[src/rtl/lpd_pkg.sv]
package lpd_pkg;

  typedef enum logic [1:0] {
    MODE_SNIFF  = 2'd0,
    MODE_RAW    = 2'd1,
    MODE_FRAMED = 2'd2
  } mode_t;

  typedef struct packed {
    logic [7:0] data;
    logic       raw;
    logic       eom;
  } res_t;

  localparam logic [7:0] CHAR_G = 8'h47;
  localparam logic [7:0] CHAR_E = 8'h45;
  localparam logic [7:0] CHAR_T = 8'h54;

  // bytes held back before the connection type is known
  localparam logic [1:0] SNIFF_HOLD = 2'd2;
  // index of the last word of the raw burst that flushes the sniffed bytes
  localparam logic [1:0] BURST_LAST = 2'd2;

endpackage

[src/rtl/lpd_core.sv]
module lpd_core (
  input  logic            clk,
  input  logic            rst_n,
  input  logic            cfg_wr_en,
  input  logic            cfg_wr_data,
  input  logic            in_valid,
  input  logic [7:0]      in_rx_byte,
  output logic            in_stall,
  output logic            res_valid,
  output lpd_pkg::res_t   res,
  input  logic            res_ready
);

  lpd_pkg::mode_t mode_r, mode_nxt;
  logic [1:0]     sniff_cnt_r, sniff_cnt_nxt;
  logic [1:0]     burst_r, burst_nxt;
  logic [7:0]     held_r [2];
  logic [7:0]     held_nxt [2];
  logic           hdr_pending_r, hdr_pending_nxt;
  logic [7:0]     fhb_r, fhb_nxt;
  logic [15:0]    rem_r, rem_nxt;
  logic           big_endian_r;
  logic           s1_valid_r;
  logic [7:0]     s1_byte_r;
  logic           done;
  logic           in_accept;
  logic           is_get;
  logic [15:0]    sniff_len;
  logic [15:0]    hdr_len;

  assign in_accept = in_valid && !in_stall;
  assign in_stall  = s1_valid_r && !done;

  assign is_get = (held_r[0] == lpd_pkg::CHAR_G) && (held_r[1] == lpd_pkg::CHAR_E) &&
                  (s1_byte_r == lpd_pkg::CHAR_T);
  // header made of the two held bytes when the connection turns out framed
  assign sniff_len = big_endian_r ? {held_r[0], held_r[1]} : {held_r[1], held_r[0]};
  assign hdr_len   = big_endian_r ? {fhb_r, s1_byte_r} : {s1_byte_r, fhb_r};

  always_ff @(posedge clk) begin
    if (!rst_n) begin
      big_endian_r <= 1'b1;
    end else if (cfg_wr_en) begin
      big_endian_r <= cfg_wr_data;
    end
  end

  always_ff @(posedge clk) begin
    if (!rst_n) begin
      s1_valid_r <= 1'b0;
    end else if (in_accept) begin
      s1_valid_r <= 1'b1;
    end else if (done) begin
      s1_valid_r <= 1'b0;
    end
  end

  always_ff @(posedge clk) begin
    if (in_accept) begin
      s1_byte_r <= in_rx_byte;
    end
    held_r[0] <= held_nxt[0];
    held_r[1] <= held_nxt[1];
    fhb_r     <= fhb_nxt;
  end

  always_ff @(posedge clk) begin
    if (!rst_n) begin
      mode_r        <= lpd_pkg::MODE_SNIFF;
      sniff_cnt_r   <= 2'd0;
      burst_r       <= 2'd0;
      hdr_pending_r <= 1'b0;
      rem_r         <= 16'd0;
    end else begin
      mode_r        <= mode_nxt;
      sniff_cnt_r   <= sniff_cnt_nxt;
      burst_r       <= burst_nxt;
      hdr_pending_r <= hdr_pending_nxt;
      rem_r         <= rem_nxt;
    end
  end

  always_comb begin
    mode_nxt        = mode_r;
    sniff_cnt_nxt   = sniff_cnt_r;
    burst_nxt       = burst_r;
    held_nxt[0]     = held_r[0];
    held_nxt[1]     = held_r[1];
    hdr_pending_nxt = hdr_pending_r;
    fhb_nxt         = fhb_r;
    rem_nxt         = rem_r;
    done            = 1'b0;
    res_valid       = 1'b0;
    res.data        = s1_byte_r;
    res.raw         = 1'b0;
    res.eom         = 1'b0;
    if (s1_valid_r) begin
      unique case (mode_r)
        lpd_pkg::MODE_SNIFF: begin
          if (sniff_cnt_r != lpd_pkg::SNIFF_HOLD) begin
            held_nxt[sniff_cnt_r[0]] = s1_byte_r;
            sniff_cnt_nxt = sniff_cnt_r + 2'd1;
            done = 1'b1;
          end else if (is_get) begin
            // flush the three sniffed bytes as raw words, one per cycle while res_ready is high
            res_valid = 1'b1;
            res.raw   = 1'b1;
            if (burst_r == 2'd0) begin
              res.data = held_r[0];
            end else if (burst_r == 2'd1) begin
              res.data = held_r[1];
            end
            if (res_ready) begin
              if (burst_r == lpd_pkg::BURST_LAST) begin
                burst_nxt = 2'd0;
                mode_nxt  = lpd_pkg::MODE_RAW;
                done      = 1'b1;
              end else begin
                burst_nxt = burst_r + 2'd1;
              end
            end
          end else if (sniff_len != 16'd0) begin
            // held bytes form the first header, this byte is its first payload
            res_valid = 1'b1;
            res.eom   = (sniff_len == 16'd1);
            if (res_ready) begin
              mode_nxt = lpd_pkg::MODE_FRAMED;
              rem_nxt  = sniff_len - 16'd1;
              done     = 1'b1;
            end
          end else begin
            // empty first message, this byte opens the next header
            mode_nxt        = lpd_pkg::MODE_FRAMED;
            fhb_nxt         = s1_byte_r;
            hdr_pending_nxt = 1'b1;
            done            = 1'b1;
          end
        end
        lpd_pkg::MODE_RAW: begin
          res_valid = 1'b1;
          res.raw   = 1'b1;
          done      = res_ready;
        end
        default: begin
          if (rem_r != 16'd0) begin
            res_valid = 1'b1;
            res.eom   = (rem_r == 16'd1);
            if (res_ready) begin
              rem_nxt = rem_r - 16'd1;
              done    = 1'b1;
            end
          end else if (!hdr_pending_r) begin
            fhb_nxt         = s1_byte_r;
            hdr_pending_nxt = 1'b1;
            done            = 1'b1;
          end else begin
            rem_nxt         = hdr_len;
            hdr_pending_nxt = 1'b0;
            done            = 1'b1;
          end
        end
      endcase
    end
  end

  a_burst_only_sniff: assert property (@(posedge clk) disable iff (!rst_n)
    burst_r != 2'd0 |-> mode_r == lpd_pkg::MODE_SNIFF && s1_valid_r && is_get)
    else $error("raw burst active outside the sniff of a GET");

  a_mode_sticky: assert property (@(posedge clk) disable iff (!rst_n)
    mode_r != lpd_pkg::MODE_SNIFF |=> mode_r != lpd_pkg::MODE_SNIFF)
    else $error("connection returned to sniffing");

  a_no_header_in_payload: assert property (@(posedge clk) disable iff (!rst_n)
    rem_r != 16'd0 |-> !hdr_pending_r)
    else $error("header pending while payload is due");

  a_blocked_word_stalls: assert property (@(posedge clk) disable iff (!rst_n)
    res_valid && !res_ready |-> in_stall)
    else $error("input taken while a result word is blocked");

  a_raw_no_eom: assert property (@(posedge clk) disable iff (!rst_n)
    res_valid && mode_r == lpd_pkg::MODE_RAW |-> res.raw && !res.eom)
    else $error("raw word carries framing marks");

endmodule

[src/rtl/lpd_out_reg.sv]
module lpd_out_reg (
  input  logic            clk,
  input  logic            rst_n,
  input  logic            push_valid,
  input  lpd_pkg::res_t   push,
  output logic            push_ready,
  output logic            out_valid,
  input  logic            out_stall,
  output logic [7:0]      out_byte,
  output logic            out_raw_mode,
  output logic            out_end_of_message
);

  logic          valid_r;
  lpd_pkg::res_t data_r;

  assign push_ready         = !valid_r || !out_stall;
  assign out_valid          = valid_r;
  assign out_byte           = data_r.data;
  assign out_raw_mode       = data_r.raw;
  assign out_end_of_message = data_r.eom;

  always_ff @(posedge clk) begin
    if (!rst_n) begin
      valid_r <= 1'b0;
    end else if (push_ready) begin
      valid_r <= push_valid;
    end
  end

  always_ff @(posedge clk) begin
    if (push_ready && push_valid) begin
      data_r <= push;
    end
  end

endmodule

[src/rtl/length_prefix_deframer_top.sv]
// channel   ports                                              direction
// in        in_valid, in_stall, in_rx_byte                     byte stream in
// out       out_valid, out_stall, out_byte, out_raw_mode,      payload word out
//           out_end_of_message
// cfg       cfg_wr_en, cfg_wr_data (length_big_endian)         register write
//
// one word per clock in steady state while out_stall is low: a word passes
// through the input register, then through the output register
// a GET holds its third word in the input register to flush the sniffed bytes
// synchronous active-low reset puts the block back to sniffing a new connection
// out_stall holds the output register and, through it, the input register
module length_prefix_deframer_top (
  input  logic       clk,
  input  logic       rst_n,
  input  logic       cfg_wr_en,
  input  logic       cfg_wr_data,
  input  logic       in_valid,
  output logic       in_stall,
  input  logic [7:0] in_rx_byte,
  output logic       out_valid,
  input  logic       out_stall,
  output logic [7:0] out_byte,
  output logic       out_raw_mode,
  output logic       out_end_of_message
);

  logic          res_valid;
  logic          res_ready;
  lpd_pkg::res_t res;

  lpd_core u_core (
    .clk        (clk),
    .rst_n      (rst_n),
    .cfg_wr_en  (cfg_wr_en),
    .cfg_wr_data(cfg_wr_data),
    .in_valid   (in_valid),
    .in_rx_byte (in_rx_byte),
    .in_stall   (in_stall),
    .res_valid  (res_valid),
    .res        (res),
    .res_ready  (res_ready)
  );

  lpd_out_reg u_out_reg (
    .clk               (clk),
    .rst_n             (rst_n),
    .push_valid        (res_valid),
    .push              (res),
    .push_ready        (res_ready),
    .out_valid         (out_valid),
    .out_stall         (out_stall),
    .out_byte          (out_byte),
    .out_raw_mode      (out_raw_mode),
    .out_end_of_message(out_end_of_message)
  );

endmodule
[config.mk]
export PLATFORM = sky130hd
export DESIGN_NAME = length_prefix_deframer_top
export DESIGN_NICKNAME = d
export VERILOG_FILES = /design/src/rtl/lpd_pkg.sv /design/src/rtl/lpd_core.sv /design/src/rtl/lpd_out_reg.sv /design/src/rtl/length_prefix_deframer_top.sv
export SDC_FILE = /design/constraint.sdc
export NUM_CORES = 1
export LEC_CHECK = 0
export ABC_AREA = 1
export BUFFER_PORTS_ARGS = -buffer_cell sky130_fd_sc_hd__buf_2
export CORE_MARGIN = 2
export CORE_UTILIZATION = 28
export CTS_CLUSTER_SIZE = 14
export DETAILED_ROUTE_END_ITERATION = 10
export SLEW_MARGIN = 10
export SYNTH_ARGS = -nofsm -noshare
export SYNTH_HDL_FRONTEND = slang
export SYNTH_SLANG_ARGS = --single-unit
[constraint.sdc]
create_clock -name clk -period 2.6 [get_ports clk]
set_input_delay 0.78 -clock clk [delete_from_list [all_inputs] [get_ports clk]]
set_output_delay 0.78 -clock clk [all_outputs]
set_load 0.005 [all_outputs]
==> results of run 1 <==
## worst max path at each step
| stage | cells past startpoint | endpoint | start |
|---|---|---|---|
| after floorplan | 9 | in_stall | u_core.big_endian_r$_SDFFE_PN1P_ |
| after global placement | 10 | in_stall | u_core.big_endian_r$_SDFFE_PN1P_ |
| after detailed placement | 10 | in_stall | u_core.big_endian_r$_SDFFE_PN1P_ |
| after CTS | 10 | in_stall | u_core.big_endian_r$_SDFFE_PN1P_ |
| after global routing | 10 | in_stall | u_core.big_endian_r$_SDFFE_PN1P_ |
| final | 10 | in_stall | u_core.big_endian_r$_SDFFE_PN1P_ |
## cells in the mapped netlist, types with 8 or more instances
cell type,count
dfxtp_1,26
edfxtp_1,42
nand4_1,8
nand3_1,40
a21oi_1,20
nor2_1,117
nand2_1,230
nand2_2,10
inv_1,63
o21ai_0,25
clkbuf_1,9
## state kept, by name (all words and copies together), names as in the netlist
name                          count
u_core.fhb_r                      8
u_core.big_endian_r               1
u_core.held_r                    16
u_core.rem_r                     16
u_out_reg.out_valid               1
u_core.sniff_cnt_r                2
u_core.s1_valid_r                 1
u_core.s1_byte_r                  8
u_core.mode_r                     2
u_core.burst_r                    2
u_out_reg.out_byte                8
u_out_reg.out_raw_mode            1
u_out_reg.out_end_of_message      1
u_core.hdr_pending_r              1
## what timing repair did
item | in CTS | in global routing
endpoints found under the setup margin | 1 | 1
hold endpoints to repair | 0 | 0
gates cloned | 1 | 0
resized for setup | 12 | 12
buffers inserted | 10 | 4
pin swaps | 9 | 10
## cell usage in the layout, fill, tap and decap left out, types with 2 or more instances in the layout
cell type,netlist,routed
inv_1,63,62
nor2_1,117,116
nor2_2,4,3
dfxtp_1,26,25
o21ai_0,25,25
nand3b_1,4,4
clkinv_2,0,2
nand3_4,1,2
nor3_1,7,7
clkinv_4,0,2
nand2_2,10,10
buf_4,1,39
clkinvlp_4,0,2
a21oi_1,20,20
nand3_2,3,3
edfxtp_1,42,42
ha_1,6,4
clkbuf_16,0,9
nand2_1,230,225
o21bai_1,5,5
buf_2,5,25
o22ai_1,2,2
nand4_1,8,8
nand3_1,40,39
nor2_4,7,9
nand2_4,1,6
xor2_1,4,4
## worst max-delay path, delay by kind of cell, from the launching register on
kind          cells  cell delay [ns]
simple gates      7             0.72
flops             1             0.40
buf+inv           3             0.34
## layer usage
| layer | track usage, % | share of wire [%] | up-vias | wire length [um] |
|---|---|---|---|---|
| li1 | - | - | 2189 | - |
| met1 | 19.48 | 47 | 1868 | 5697 |
| met2 | 23.81 | 45 | 99 | 5379 |
| met3 | 2.849 | 5.1 | 26 | 611 |
| met4 | 5.882 | 2.9 | 0 | 350 |
| met5 | 0 | 0 | - | 0 |
## cell families after synthesis
family                     Yosys count
and+or+nand+nor                    436
buffers and inverters               84
DFF                                 68
AOI/OAI and AO/OA                   54
adders and majority gates            6
xor gates and xnor gates             5
## report_power, final
group / internal, mW / leakage [nW] / switching [mW]
Sequential: 1.18 / 0.600 / 0.0319
Combinational: 0.224 / 1.74 / 0.400
Clock: 0.741 / 0.142 / 0.465
Total: 2.15 / 2.48 / 0.897
## per-stage QoR
stage                        TNS, ns  power (mW)  hold WS [ns]
final                              0       3.046        0.4874
after CTS                 -0.0003898       3.048        0.4846
after floorplan                    0       1.653        0.4523
after global routing        -0.09844       3.190        0.5039
after detailed placement           0       1.817        0.4766
after global placement             0       1.820        0.4703
## final cells by class
class / count / share of cell area (%)
Multi-Input combinational cell: 501 / 43.87
Sequential cell: 68 / 33.11
Timing Repair Buffer: 65 / 7.958
Tap cell: 211 / 4.896
Inverter: 65 / 4.571
Clock buffer: 10 / 4.246
Clock inverter: 6 / 1.206
Timing Repair inverter: 1 / 0.1392
==> reports/metrics.cfg, run 1 <==
[floorplanning]
io_pins = 26
num_rows = 45
fp.dieH_um = 129.5
design.core.area_um2 = 15310
initial_utilization_pct = 28.80
die_w_um = 129.5
design.die.area_um2 = 16770

[synth]
ys_warn_count = 0
synth_top_area_share_pct = 28.60
synth_top_flop_cell = edfxtp_1
synth_adder_area_share_pct = 1.702
syn_nets = 673
synth_compound_area_share_pct = 6.638
yosysUniqueCellTypes = 35
syn_area_per_cell_um2 = 6.754
synth.ff_latch_count = 68
synth_mux_area_share_pct = 0
synth_xor_area_share_pct = 0.9929
ys_top_cells_by_area = edfxtp_1 (29%), nand2_1 (20%), dfxtp_1 (12%), nor2_1 (10%), inv_1 (5.4%)
synthCells = 653
synth_edf_count = 42
ys_seq_area_share_pct = 40.40
synthArstFlopShare_pct = 0
synth_top_family_by_area = simple AND/OR/NAND/NOR gates
synth_top_area_cell = edfxtp_1
synth-simple-area-share_pct = 42.38
syn-cell-area_um2 = 4410

[sta]
setup_viol = 0
worst-slew-pin-transition_ns = 0.5008
max_freq_mhz = 385.4
post-route-min-period_ns = 2.595
fin_skew_ns = 0.01119
slew_headroom_pct = 66.49
layout_setup_ws_ns = 0.005436
drv_slew = 0
hold_violations = 0
post-route-period-util_pct = 99.79
rsz0062_at_grt = true

[power_and_ir_drop]
powerDensity_nw_per_um2 = 564.9
p_leak_nw = 2.481
vdd_drop_max_mv = 0.5997

[cts]
h-tree-depth = 3
cts_num_sinks = 68
cts_tree = done
clockRootBuffer = clkbuf_16
clockBufferDepth = 2
cts_buffers = 9
clk_latency_ns = 0.35
path_clk_slew_ns = 0.06
cts_hold_buffers = 0

[layout]
drive_gt1_share_pct = 16.90
seqCellArea_um2 = 1785
syn2layout_area_growth_pct = 22.27
stdcell_count = 927
nNetsFinal = 731
multi_input_area_um2 = 2366
fin_area_um2 = 5393
fill_cells = 1665
insertedDiodeCount = 0
final_util_pct = 35.21

[min_path]
hold_path_class = flip-flop to flip-flop
hold_start = u_core.hdr_pending_r$_SDFFE_PN0P_
min_path_cells = 2
worstHoldEndpoint = u_core.hdr_pending_r$_SDFFE_PN0P_

[job]
maxCapViolCount = 0

[routing]
drt_first_iter_violations = 250
ant_nets = 0
routed_via_density = 4.511
drt-total-wl_mm = 12.04
wl_per_cell_um = 12.99
first_pass_iters = 6
route.detailed.drc = 0
num_vias = 4182

[grt]
grt.total_usage_pct = 14.74
antenna_found_initial = 0
overflow = 0
grt_pass1_vias = 3794
grt_max_degree = 22
grt_pass1_wl_mm = 19.03

[critical_path]
path_cells = clkinvlp_4, nand2_2, nand2_4, nor2_4, nand2_2, nor2_4, nand3_4, nand3_4, inv_2, buf_2
arrival_ns = 1.81
crit_path_max_incr_delay_ns = 0.40
reg2reg_depth = 13
criticalPathCategory = flip-flop to output port
cp_slowest_cell = dfxtp_4
r2r_end = u_core.fhb_r[1]$_DFFE_PP_
reg2reg_slack_ns = 0.25
r2r_start = u_core.big_endian_r$_SDFFE_PN1P_
cp-end-kind = output port
cp.required_ns = 1.82
crit_path_start_kind = flip-flop
path_max_fanout = 7

[placed_design]
port_buffers = 25
dpl-instance-area_um2 = 4891
place.gp.congestion = 0.8645
placed_cells = 896
pre_cts_slack_ns = 0.08964
hpwl_mm = 9.210

[run_status]
status = completed

No activity file was read; power rests on OpenSTA's default activity.
==> run 2, diff against run 1 <==
--- a/config.mk
+++ b/config.mk
@@ -11,6 +11,7 @@
 export CORE_UTILIZATION = 28
 export CTS_CLUSTER_SIZE = 14
 export DETAILED_ROUTE_END_ITERATION = 10
+export GPL_TIMING_DRIVEN = 0
 export SLEW_MARGIN = 10
 export SYNTH_ARGS = -nofsm -noshare
 export SYNTH_HDL_FRONTEND = slang
==> reports/metrics.cfg, run 2 (synthesis gave the netlist of run 1 again) <==
[run_status]
status = complete, but fails checks
violations = setup timing

[grt]
grt_max_degree = 14  ; -36%
grt.total_usage_pct = 15.26  ; +0.52 points
antenna_found_initial = 0  ; unchanged
met3_usage_pct = 2.271  ; -0.58 points
grt.busiest_layer = met2
grt_pass1_vias = 3940  ; +3.8%
grtUsageMet1_pct = 20.62  ; +1.1 points
overflow = 0  ; unchanged
use_met2_pct = 25.57  ; +1.8 points
grt_pass1_wl_mm = 20.07  ; +5.5%

[routing]
num_vias = 4214  ; +0.77%
route.detailed.drc = 0  ; unchanged
drt-total-wl_mm = 12.32  ; +2.4%
first_pass_iters = 5  ; -1
ant_nets = 0  ; unchanged
drt_first_iter_violations = 320  ; +28%
wl_per_cell_um = 13.45  ; +3.6%
routed_via_density = 4.600  ; +2.0%

[critical_path]
cp_slowest_cell = dfxtp_4
arrival_ns = 1.83  ; +0.02 ns
reg2reg_slack_ns = 0.15  ; -0.10 ns
cp-end-kind = output port
cp_num_cells = 11  ; +1
crit_end = in_stall
criticalPathCategory = flip-flop to output port
critical-path-top-delay-family = simple AND/OR/NAND/NOR gates
r2r_end = u_core.fhb_r[6]$_DFFE_PP_
crit_path_start = u_core.big_endian_r$_SDFFE_PN1P_
path_max_fanout = 10  ; +3
crit_path_start_kind = flip-flop
cp.required_ns = 1.82  ; about the same
cp_num_buf_inv = 4  ; +1
crit_path_max_incr_delay_ns = 0.36  ; -0.04 ns
crit_top_cell = nand3_4
path_cells = inv_2, buf_6, nand2_1, nand2_2, ha_4, nand3_4, nor2_4, nand3_4, nand3_4, inv_1, buf_2
reg2reg_depth = 12  ; -1
r2r_start = u_core.big_endian_r$_SDFFE_PN1P_

[floorplanning]
num_rows = 45  ; unchanged
die_w_um = 129.5  ; unchanged
io_pins = 26  ; unchanged
fp.dieH_um = 129.5  ; unchanged
design.core.area_um2 = 15310  ; unchanged
initial_utilization_pct = 28.80  ; unchanged
design.die.area_um2 = 16770  ; unchanged

[sta]
drv_slew = 0  ; unchanged
max_freq_mhz = 383.2  ; -0.58%
post-route-period-util_pct = 100.4  ; +0.58 points
setup_viol = 1  ; +1
post-route-min-period_ns = 2.610  ; +0.01507 ns
slew_headroom_pct = 44.24  ; -22 points
worst-slew-pin-transition_ns = 0.8333  ; +0.3325 ns
fin_skew_ns = 0.007523  ; -0.003669 ns
rsz0062_at_grt = true
hold_ws_ns = 0.4883  ; +0.0009410 ns
layout_setup_ws_ns = -0.009638  ; -0.01507 ns
fin_tns_setup_ns = -0.009638  ; -0.009638 ns
hold_violations = 0  ; unchanged

[layout]
layout_commonest_cell = nand2_1
multi_input_area_um2 = 2399  ; +1.4%
largestRegisters = u_core.held_r: 16 flops, u_core.rem_r: 16 flops
insertedDiodeCount = 0  ; unchanged
fill_cells = 1681  ; +0.96%
final_util_pct = 34.78  ; -0.43 points
layout_common_cells = nand2_1 (221), nor2_1 (107), inv_1 (61)
drive_gt1_share_pct = 16.45  ; -0.45 points
nNetsFinal = 720  ; -1.5%
fin_area_um2 = 5326  ; -1.2%
syn2layout_area_growth_pct = 20.77
seqCellArea_um2 = 1789  ; +0.21%

[cts]
path_clk_slew_ns = 0.06  ; about the same
cts_buffers = 9  ; unchanged
cts_num_sinks = 68  ; unchanged
clk_latency_ns = 0.33  ; -0.02 ns
cts_tree = done
h-tree-depth = 3  ; unchanged
clockRootBuffer = clkbuf_16
cts_hold_buffers = 0  ; unchanged
clockBufferDepth = 2  ; unchanged

[placed_design]
hpwl_mm = 9.360  ; +1.6%
dpl-instance-area_um2 = 4795  ; -2.0%
pre_cts_slack_ns = -0.3368  ; -0.4264 ns
port_buffers = 24  ; -4.0%
place.gp.congestion = 0.9146  ; +5.8%

[power_and_ir_drop]
powerDensity_nw_per_um2 = 577.5  ; +2.2%
vdd_drop_max_mv = 0.4141  ; -31%
p_leak_nw = 2.410  ; -2.9%

[job]
maxCapViolCount = 0  ; unchanged

[min_path]
hold_path_class = flip-flop to flip-flop

run 2: report_power, final:
| group | leakage, nW | switching, mW | total [mW] | internal, mW |
|---|---|---|---|---|
| clock | 0.146 | 0.483 | 1.23 | 0.747 |
| combinational | 1.66 | 0.400 | 0.620 | 0.220 |
| sequential | 0.600 | 0.0437 | 1.23 | 1.18 |
| total | 2.41 | 0.926 | 3.08 | 2.15 |
run 2: repair_timing:
| action | in CTS | in global routing |
|---|---|---|
| endpoints found under the setup margin | 9 | 19 |
| setup buffers | 7 | 5 |
| cloned | 0 | 0 |
| pin swaps | 7 | 9 |
| resized for setup | 24 | 21 |
run 2: layout make-up:
type                            instances  area share (%)
Inverter                               65           4.581
Tap cell                              211           4.957
Sequential cell                        68           33.59
Timing Repair Buffer                   36           4.017
Clock buffer                            9           4.228
Clock inverter                          7           1.386
Buffer                                 19           2.208
Multi-Input combinational cell        501           45.03
run 2: worst min path at each step:
stage	start	end	slack, ns	cells after the start
global placement	u_core.hdr_pending_r$_SDFFE_PN0P_	u_core.hdr_pending_r$_SDFFE_PN0P_	0.48	2
finish	u_core.hdr_pending_r$_SDFFE_PN0P_	u_core.hdr_pending_r$_SDFFE_PN0P_	0.49	2
floorplan	u_core.hdr_pending_r$_SDFFE_PN0P_	u_core.hdr_pending_r$_SDFFE_PN0P_	0.45	2
detailed placement	u_core.hdr_pending_r$_SDFFE_PN0P_	u_core.hdr_pending_r$_SDFFE_PN0P_	0.48	2
CTS	u_core.hdr_pending_r$_SDFFE_PN0P_	u_core.hdr_pending_r$_SDFFE_PN0P_	0.50	2
global route	u_core.hdr_pending_r$_SDFFE_PN0P_	u_core.hdr_pending_r$_SDFFE_PN0P_	0.51	2
run 2: through the flow:
step	instances	total power [mW]
2_1_floorplan	653	1.653
3_3_place_gp	888	1.801
3_5_place_dp	888	1.802
4_1_cts	911	3.066
5_1_grt	916	3.235
6_report	916	3.076
run 2: worst min-delay path, delay by kind of cell, from the launching register on:
kind            cells  cell delay, ns
compound gates      1            0.05
flops               1            0.32
simple gates        1            0.07
run 2: metal layers:
| metal | routed length, um | share of wire (%) |
|---|---|---|
| met1 | 5723 | 46 |
| met2 | 5742 | 47 |
| met3 | 581 | 4.7 |
| met4 | 275 | 2.2 |
| met5 | 0 | 0 |
